`src/rtl/gda_pkg.sv`:
```
// Package for the Gregorian date unit: widths, defaults, mode codes and calendar helpers.
`timescale 1ns / 1ps
`default_nettype none
package gda_pkg;

  localparam int unsigned MaxYearDefault   = 9999;
  localparam int unsigned EpochYearDefault = 1900;

  // Working year width; holds any MAX_YEAR up to 65535
  localparam int unsigned YearW = 16;
  localparam int unsigned OffW  = 22;

  // Request kinds
  localparam logic [1:0] ModeAdd  = 2'd0;
  localparam logic [1:0] ModeSub  = 2'd1;
  localparam logic [1:0] ModeDiff = 2'd2;
  localparam logic [1:0] ModeWday = 2'd3;

  // Status codes
  localparam logic [1:0] StOk      = 2'd0;
  localparam logic [1:0] StInvalid = 2'd1;
  localparam logic [1:0] StOrder   = 2'd2;
  localparam logic [1:0] StRange   = 2'd3;

  // Leap test from the low year bits and the year modulo 400
  function automatic logic is_leap(input logic [1:0] ylo, input logic [8:0] y400);
    is_leap = (ylo == 2'd0) && (y400 != 9'd100) && (y400 != 9'd200) && (y400 != 9'd300);
  endfunction

  function automatic logic [4:0] month_len(input logic [3:0] m, input logic leap);
    logic [4:0] len;
    case (m)
      4'd4, 4'd6, 4'd9, 4'd11: len = 5'd30;
      4'd2:                    len = leap ? 5'd29 : 5'd28;
      default:                 len = 5'd31;
    endcase
    month_len = len;
  endfunction

  // Reduce a value below 42 modulo 7
  function automatic logic [2:0] mod7(input logic [5:0] v);
    logic [5:0] r;
    r = v;
    if (r >= 6'd35) r = r - 6'd35;
    else if (r >= 6'd28) r = r - 6'd28;
    else if (r >= 6'd21) r = r - 6'd21;
    else if (r >= 6'd14) r = r - 6'd14;
    else if (r >= 6'd7) r = r - 6'd7;
    mod7 = r[2:0];
  endfunction

endpackage
`default_nettype wire

```
`src/rtl/gregorian_date_arithmetic.sv`:
```
// Gregorian date unit: add/subtract days, day difference and weekday by month walking.
//
// One request is taken at a time. The year of each date is first reduced modulo 400
// by repeated subtraction, one date after the other, then the dates are checked, then
// a single month-length adder walks one calendar month per cycle: add and subtract
// walk from the first date until the offset is used up or the result leaves years
// 0..MAX_YEAR, difference walks the months between the dates and weekday the months
// since EPOCH_YEAR-01-01. The day difference saturates at the top of its field. The
// result sits in an output register, so a new request can be taken while the previous
// result waits to be taken.
`timescale 1ns / 1ps
`default_nettype none
module gregorian_date_arithmetic #(
  parameter int unsigned MAX_YEAR   = gda_pkg::MaxYearDefault,
  parameter int unsigned EPOCH_YEAR = gda_pkg::EpochYearDefault
) (
  input  wire         clk_i,
  input  wire         rst_ni,
  input  wire         s_axis_tvalid,
  output logic        s_axis_tready,
  // first_day, first_month, first_year, second_day, second_month, second_year, day_offset
  input  wire  [71:0] s_axis_tdata,
  // mode
  input  wire  [1:0]  s_axis_tuser,
  output logic        m_axis_tvalid,
  input  wire         m_axis_tready,
  // result_day, result_month, result_year, day_difference, weekday, first_is_leap
  output logic [55:0] m_axis_tdata,
  // status
  output logic [1:0]  m_axis_tuser
);
  import gda_pkg::*;

  localparam logic [YearW-1:0] MaxY   = YearW'(MAX_YEAR);
  localparam logic [YearW-1:0] EpochY = YearW'(EPOCH_YEAR);
  localparam logic [8:0]       Epoch400 = 9'(EPOCH_YEAR % 400);

  localparam logic [2:0] S_IDLE  = 3'd0;
  localparam logic [2:0] S_RED1  = 3'd1;
  localparam logic [2:0] S_RED2  = 3'd2;
  localparam logic [2:0] S_CHECK = 3'd3;
  localparam logic [2:0] S_WALK  = 3'd4;
  localparam logic [2:0] S_OUT   = 3'd5;

  logic [2:0]  state_q, state_d;
  logic [1:0]  mode_q, mode_d;
  logic [4:0]  d1_q, d1_d, d2_q, d2_d;
  logic [3:0]  m1_q, m1_d, m2_q, m2_d;
  logic [13:0] y1_q, y1_d, y2_q, y2_d;
  logic [13:0] red_q, red_d;
  logic [8:0]  r1_q, r1_d, r2_q, r2_d;
  logic [OffW-1:0] rem_q, rem_d, acc_q, acc_d;
  logic [4:0]  cd_q, cd_d;
  logic [3:0]  cm_q, cm_d;
  logic [YearW-1:0] cy_q, cy_d;
  logic [8:0]  c400_q, c400_d;
  logic [2:0]  w_q, w_d;
  logic [1:0]  st_q, st_d;
  logic        ovalid_q, ovalid_d;
  logic [55:0] odata_q, odata_d;
  logic [1:0]  ouser_q, ouser_d;

  // Calendar terms used by the check and the walk
  logic        leap1, leap2, ok1, ok2, cleap, pleap;
  logic [4:0]  clen, plen, left;
  logic [3:0]  pm;
  logic [YearW-1:0] py;
  logic [8:0]  p400;
  logic [4:0]  step;
  logic [OffW:0] acc_sum;

  always_comb begin
    leap1 = is_leap(y1_q[1:0], r1_q);
    leap2 = is_leap(y2_q[1:0], r2_q);
    ok1   = (m1_q >= 4'd1) && (m1_q <= 4'd12) && (d1_q >= 5'd1) &&
            (d1_q <= month_len(m1_q, leap1));
    ok2   = (m2_q >= 4'd1) && (m2_q <= 4'd12) && (d2_q >= 5'd1) &&
            (d2_q <= month_len(m2_q, leap2));
    cleap = is_leap(cy_q[1:0], c400_q);
    clen  = month_len(cm_q, cleap);
    left  = clen - cd_q;
    step  = left + 5'd1;
    // previous month, for the backward walk
    if (cm_q == 4'd1) begin
      pm   = 4'd12;
      py   = cy_q - YearW'(1);
      p400 = (c400_q == 9'd0) ? 9'd399 : c400_q - 9'd1;
    end else begin
      pm   = cm_q - 4'd1;
      py   = cy_q;
      p400 = c400_q;
    end
    pleap = is_leap(py[1:0], p400);
    plen  = month_len(pm, pleap);
  end

  // Sequencer
  always_comb begin
    state_d = state_q;
    mode_d = mode_q;
    d1_d = d1_q; m1_d = m1_q; y1_d = y1_q;
    d2_d = d2_q; m2_d = m2_q; y2_d = y2_q;
    red_d = red_q; r1_d = r1_q; r2_d = r2_q;
    rem_d = rem_q; acc_d = acc_q; w_d = w_q; st_d = st_q;
    cd_d = cd_q; cm_d = cm_q; cy_d = cy_q; c400_d = c400_q;
    ovalid_d = ovalid_q; odata_d = odata_q; ouser_d = ouser_q;
    acc_sum = '0;

    if (ovalid_q && m_axis_tready) ovalid_d = 1'b0;

    case (state_q)
      S_IDLE: begin
        if (s_axis_tvalid) begin
          mode_d = s_axis_tuser;
          d1_d = s_axis_tdata[4:0];   m1_d = s_axis_tdata[8:5];   y1_d = s_axis_tdata[22:9];
          d2_d = s_axis_tdata[27:23]; m2_d = s_axis_tdata[31:28]; y2_d = s_axis_tdata[45:32];
          rem_d = s_axis_tdata[67:46];
          red_d = s_axis_tdata[22:9];
          st_d = StOk;
          state_d = S_RED1;
        end
      end
      S_RED1: begin
        if (red_q >= 14'd400) red_d = red_q - 14'd400;
        else begin
          r1_d = red_q[8:0];
          red_d = y2_q;
          state_d = S_RED2;
        end
      end
      S_RED2: begin
        if (red_q >= 14'd400) red_d = red_q - 14'd400;
        else begin
          r2_d = red_q[8:0];
          state_d = S_CHECK;
        end
      end
      S_CHECK: begin
        acc_d = '0;
        w_d = 3'd0;
        cd_d = d1_q; cm_d = m1_q; cy_d = YearW'(y1_q); c400_d = r1_q;
        state_d = S_WALK;
        if (!ok1 || (mode_q == ModeDiff && !ok2)) begin
          st_d = StInvalid;
          state_d = S_OUT;
        end else if (YearW'(y1_q) > MaxY || (mode_q == ModeDiff && YearW'(y2_q) > MaxY)) begin
          st_d = StRange;
          state_d = S_OUT;
        end else if (mode_q == ModeDiff) begin
          if ({y1_q, m1_q, d1_q} < {y2_q, m2_q, d2_q}) begin
            st_d = StOrder;
            state_d = S_OUT;
          end else begin
            cd_d = d2_q; cm_d = m2_q; cy_d = YearW'(y2_q); c400_d = r2_q;
          end
        end else if (mode_q == ModeWday) begin
          if (YearW'(y1_q) < EpochY) begin
            st_d = StOrder;
            state_d = S_OUT;
          end else begin
            cd_d = 5'd1; cm_d = 4'd1; cy_d = EpochY; c400_d = Epoch400;
            w_d = 3'd1;
          end
        end
      end
      S_WALK: begin
        case (mode_q)
          ModeAdd: begin
            if (rem_q <= OffW'(left)) begin
              cd_d = cd_q + rem_q[4:0];
              state_d = S_OUT;
            end else if (cm_q == 4'd12 && cy_q >= MaxY) begin
              st_d = StRange;
              state_d = S_OUT;
            end else begin
              rem_d = rem_q - OffW'(step);
              cd_d = 5'd1;
              if (cm_q == 4'd12) begin
                cm_d = 4'd1;
                cy_d = cy_q + YearW'(1);
                c400_d = (c400_q == 9'd399) ? 9'd0 : c400_q + 9'd1;
              end else cm_d = cm_q + 4'd1;
            end
          end
          ModeSub: begin
            if (rem_q < OffW'(cd_q)) begin
              cd_d = cd_q - rem_q[4:0];
              state_d = S_OUT;
            end else if (cm_q == 4'd1 && cy_q == '0) begin
              st_d = StRange;
              state_d = S_OUT;
            end else begin
              rem_d = rem_q - OffW'(cd_q);
              cm_d = pm; cy_d = py; c400_d = p400; cd_d = plen;
            end
          end
          default: begin
            // difference and weekday: count days up to the first date, count saturates
            if (cy_q == YearW'(y1_q) && cm_q == m1_q) begin
              acc_sum = {1'b0, acc_q} + (OffW+1)'(d1_q - cd_q);
              acc_d = acc_sum[OffW] ? '1 : acc_sum[OffW-1:0];
              w_d = mod7(6'(w_q) + 6'(d1_q - cd_q));
              state_d = S_OUT;
            end else begin
              acc_sum = {1'b0, acc_q} + (OffW+1)'(step);
              acc_d = acc_sum[OffW] ? '1 : acc_sum[OffW-1:0];
              w_d = mod7(6'(w_q) + 6'(step));
              cd_d = 5'd1;
              if (cm_q == 4'd12) begin
                cm_d = 4'd1;
                cy_d = cy_q + YearW'(1);
                c400_d = (c400_q == 9'd399) ? 9'd0 : c400_q + 9'd1;
              end else cm_d = cm_q + 4'd1;
            end
          end
        endcase
      end
      S_OUT: begin
        if (!ovalid_q || m_axis_tready) begin
          ovalid_d = 1'b1;
          ouser_d = st_q;
          odata_d = '0;
          odata_d[48] = leap1;
          if (st_q == StOk) begin
            case (mode_q)
              ModeAdd, ModeSub: begin
                odata_d[4:0] = cd_q;
                odata_d[8:5] = cm_q;
                odata_d[22:9] = cy_q[13:0];
              end
              ModeDiff: odata_d[44:23] = acc_q;
              default: odata_d[47:45] = w_q + 3'd1;
            endcase
          end
          state_d = S_IDLE;
        end
      end
      default: state_d = S_IDLE;
    endcase
  end

  always_ff @(posedge clk_i or negedge rst_ni) begin
    if (!rst_ni) begin
      state_q  <= S_IDLE;
      ovalid_q <= 1'b0;
    end else begin
      state_q  <= state_d;
      ovalid_q <= ovalid_d;
    end
  end

  // Payload and working registers
  always_ff @(posedge clk_i) begin
    mode_q <= mode_d;
    d1_q <= d1_d; m1_q <= m1_d; y1_q <= y1_d;
    d2_q <= d2_d; m2_q <= m2_d; y2_q <= y2_d;
    red_q <= red_d; r1_q <= r1_d; r2_q <= r2_d;
    rem_q <= rem_d; acc_q <= acc_d; w_q <= w_d; st_q <= st_d;
    cd_q <= cd_d; cm_q <= cm_d; cy_q <= cy_d; c400_q <= c400_d;
    odata_q <= odata_d; ouser_q <= ouser_d;
  end

  assign s_axis_tready = (state_q == S_IDLE);
  assign m_axis_tvalid = ovalid_q;
  assign m_axis_tdata  = odata_q;
  assign m_axis_tuser  = ouser_q;

endmodule
`default_nettype wire
```
`config.mk`:
```
export PLATFORM = sky130hd
export DESIGN_NAME = gregorian_date_arithmetic
export DESIGN_NICKNAME = d
export VERILOG_FILES = /design/src/rtl/gda_pkg.sv /design/src/rtl/gregorian_date_arithmetic.sv
export SDC_FILE = /design/constraint.sdc
export NUM_CORES = 1
export LEC_CHECK = 0
export ABC_AREA = 0
export BUFFER_PORTS_ARGS = -buffer_cell sky130_fd_sc_hd__clkbuf_2
export CAP_MARGIN = 20
export CORE_AREA = 4 4 184 186
export CTS_CLUSTER_DIAMETER = 120
export CTS_CLUSTER_SIZE = 10
export DETAILED_ROUTE_END_ITERATION = 8
export DIE_AREA = 0 0 188 190
export HOLD_SLACK_MARGIN = 0.15
export PLACE_DENSITY_LB_ADDON = 0.05
export SLEW_MARGIN = 15
export SYNTH_ARGS = -nofsm -noshare
export SYNTH_HDL_FRONTEND = slang
export SYNTH_SLANG_ARGS = --single-unit
```
`constraint.sdc`:
```
create_clock -name clk_i -period 14 [get_ports clk_i]
set_input_delay 2.1 -clock clk_i [delete_from_list [all_inputs] [get_ports clk_i]]
set_output_delay 2.1 -clock clk_i [all_outputs]
set_load 0.05 [all_outputs]
```
==> impl_metrics.env <==
export IMPL_nets=1924
export IMPL_syn_to_final_growth_pct=11.31
export IMPL_ctsHoldBuffers=0
export IMPL_ant_nets=0
export IMPL_post_cts_setup_buffers=0
export IMPL_synth_top_area_frac=0.4050
export IMPL_tns_ns=0
export IMPL_synth_seq_cells=218
export IMPL_io_buffers=126
export IMPL_synth_cell_types=90
export IMPL_core_area_um2=32290
export IMPL_fin_crit_ns=6.326
export IMPL_grt_usage=0.2432
export IMPL_wl_um=45160
export IMPL_finalSetupViolations=0
export IMPL_power_total_mw=3.728
export IMPL_vias=13100
export IMPL_grt_max_degree=89
export IMPL_tightest_slew_ns=1.138
export IMPL_die_w_um=188
export IMPL_maxCapViolCount=0
export IMPL_min_path_cells=0
export IMPL_end_kind="flip-flop"
export IMPL_place_congestion=0.9338
export IMPL_peakVddDrop_mv=0.1283
export IMPL_postLayoutCoreUtil=0.5470
export IMPL_status="finished, final reports clean"
export IMPL_clk_pin_slew_ns=0.07
export IMPL_dr_pass1_iters=5
export IMPL_avgSynthCellArea_um2=9.813
export IMPL_hpwl_um=33750
export IMPL_finalNonFillerCells=2171
export IMPL_hold_path_class="flip-flop to flip-flop"
export IMPL_critPathKind="flip-flop to flip-flop"
export IMPL_die_y_um=190
export IMPL_die_area_um2=35720
export IMPL_dr_wl_met2_um=21640
export IMPL_antenna_cells=0
export IMPL_maxSlewHeadroom=0.2343
export IMPL_finalHoldViolCount=0
export IMPL_drtIter0Drc=1051
export IMPL_antenna_found_initial=0
export IMPL_final_layout_size_suffix_gt1_frac=0.1220
export IMPL_fmaxAchievable_mhz=158.1
export IMPL_nFillCells=2949
export IMPL_fp_row_count=66
export IMPL_yosys_cell_count_top_type="edfxtp_1"
export IMPL_cts_buffers_inserted=25
export IMPL_power_density_nw_per_um2=211.1
export IMPL_synth_area_leaders="edfxtp_1 40%, ha_1 9.1%, xnor2_1 4.6%, o21ai_0 3.2%, nand2_1 2.9%"
export IMPL_startpoint_type="flip-flop"
export IMPL_synth_edff_count=214
export IMPL_io_pins=138
export IMPL_cts_buffer_depth=3
export IMPL_h_tree_depth=1
export IMPL_syn_area_um2=15870
export IMPL_worstPathArrival_ns=6.68
export IMPL_synth_common_cells="214 x edfxtp_1, 123 x nand2_1, 115 x ha_1"
export IMPL_clkLatencyLatePin_ns=0.57
export IMPL_ctsRootBufferMaster="clkbuf_16"
export IMPL_route_detailed_drc=0
export IMPL_dr_max_layer_used="met4"
export IMPL_ys_seq_area_frac=0.4113
export IMPL_rsz0062_at_grt="no"
export IMPL_fin_skew_ns=0.03746
export IMPL_grt_pass1_vias=12620
export IMPL_initial_core_util=0.4914
export IMPL_ys_warn_count=0
export IMPL_place_ws_ns=7.853
export IMPL_critPathMaxFanout=22
export IMPL_post_cts_resized=0
export IMPL_synth_async_sr_flop_share=0.01835
export IMPL_period_share=0.4519
export IMPL_grt_pass1_wl_um=69630
export IMPL_viasPerCell=6.035
export IMPL_cts_tree="yes"
export IMPL_post_route_worst_setup_slack_ns=7.674
export IMPL_synth_top_area_cell="edfxtp_1"
export IMPL_r2r_cells=22
export IMPL_required_ns=14.35
export IMPL_placedCellCount=2133
export IMPL_wl_met1_um=19300
export IMPL_synth_ff_type="edfxtp_1"
export IMPL_clkSinkCount=218
export IMPL_grt_overflow=0
export IMPL_wl_met3_um=2517
export IMPL_wire_per_inst_um=20.80
export IMPL_slew_viol_final=0
export IMPL_synth_cells=1617
export IMPL_power_leakage_nw=6.796
kinds of logic (layout without fill, tap and decap cells):
group,count (synthesis),in the layout,synth area share
AO/OA/AOI/OAI,453,453,0.1935
multiplexers,17,17,0.01128
XOR/XNOR,122,122,0.06876
other,1,7,0.0002363
adder cells (fa/ha/maj),130,130,0.1084
AND/OR/NAND/NOR,505,505,0.1643
flip-flops,218,218,0.4113
buffers and inverters,171,277,0.04226
per-stage QoR:
step                hold slack [ns]  area, µm²
floorplan                    0.4461      15890
global placement             0.4753      16960
detailed placement           0.4714      16960
CTS                          0.4814      17660
global route                 0.5070      17660
finish                       0.4848      17660
worst paths after layout:
check / start / to / slack [ns]
worst max-delay path: c400_q[3]$_DFFE_PP_ / acc_q[19]$_SDFFCE_PN0P_ / 7.67
worst min-delay path: red_q[3]$_DFFE_PP_ / r1_q[3]$_DFFE_PP_ / 0.48
worst max register to register: c400_q[3]$_DFFE_PP_ / acc_q[19]$_SDFFCE_PN0P_ / 7.67
worst min register to register: red_q[3]$_DFFE_PP_ / r1_q[3]$_DFFE_PP_ / 0.48
max in group asynchronous: rst_ni / state_q[0]$_DFFE_PN0P_ / 12.55
min in group asynchronous: rst_ni / state_q[1]$_DFFE_PN0P_ / 1.32
metal layers:
metal / vias up / global-route usage
li1: 6271 / -
met1: 6312 / 0.3222
met2: 429 / 0.4186
met3: 90 / 0.02807
met4: 0 / 0.07933
met5: - / 0
where the power goes:
group / switching [mW] / total, mW / internal, mW
logic: 1.20 / 1.99 / 0.792
clock network: 0.271 / 0.604 / 0.333
registers: 0.207 / 1.14 / 0.929
critical path, stage by stage (launching register included):
cell and delay (ns):
edfxtp_1 0.65, nor3_1 0.12, a21oi_1 0.13, nor3b_1 0.06, a31oi_1 0.27, o21ai_0 0.19, nand2_1 0.10, o221ai_1 0.12
ha_1 0.24, fa_1 0.42, xnor2_2 0.27, inv_2 0.11, nor3_4 0.18, xnor3_2 0.35, clkinv_2 0.16, ha_1 0.31
inv_1 0.06, o21bai_1 0.23, a21oi_1 0.17, nor4_1 0.82, nand4_1 0.21, and2_1 0.49, a221oi_1 0.42
sequential cells by signal, indices dropped and copies added (netlist names), 14 cells and up:
signal	cells
acc_q	22
cy_q	16
m_axis_tdata	49
red_q	14
rem_q	22
y1_q	14
y2_q	14
cells in the final DEF (no fill, tap or decap), types with 19 or more instances in the layout:
cell type	count
xor2_1	37
and2_1	50
a21oi_1	87
nand2b_1	19
nor2_1	84
xnor2_1	83
nor4_1	22
o21ai_0	99
nand3_1	53
a221oi_1	31
ha_1	115
nand2_1	122
clkbuf_2	126
clkbuf_16	25
nor3_1	44
inv_1	93
edfxtp_1	214
a31oi_1	23
a21o_1	38
layout make-up:
class	instances	area, µm²	area share
sequential	218	6526	0.3695
tap	442	553.0	0.03131
multi-input combinational	1234	8762	0.4961
clock buffer	37	680.7	0.03854
timing repair buffer	143	758.2	0.04293
clock inverter	1	20.02	0.001133
inverter	96	361.6	0.02047
No activity file was read; power rests on OpenSTA's default activity.
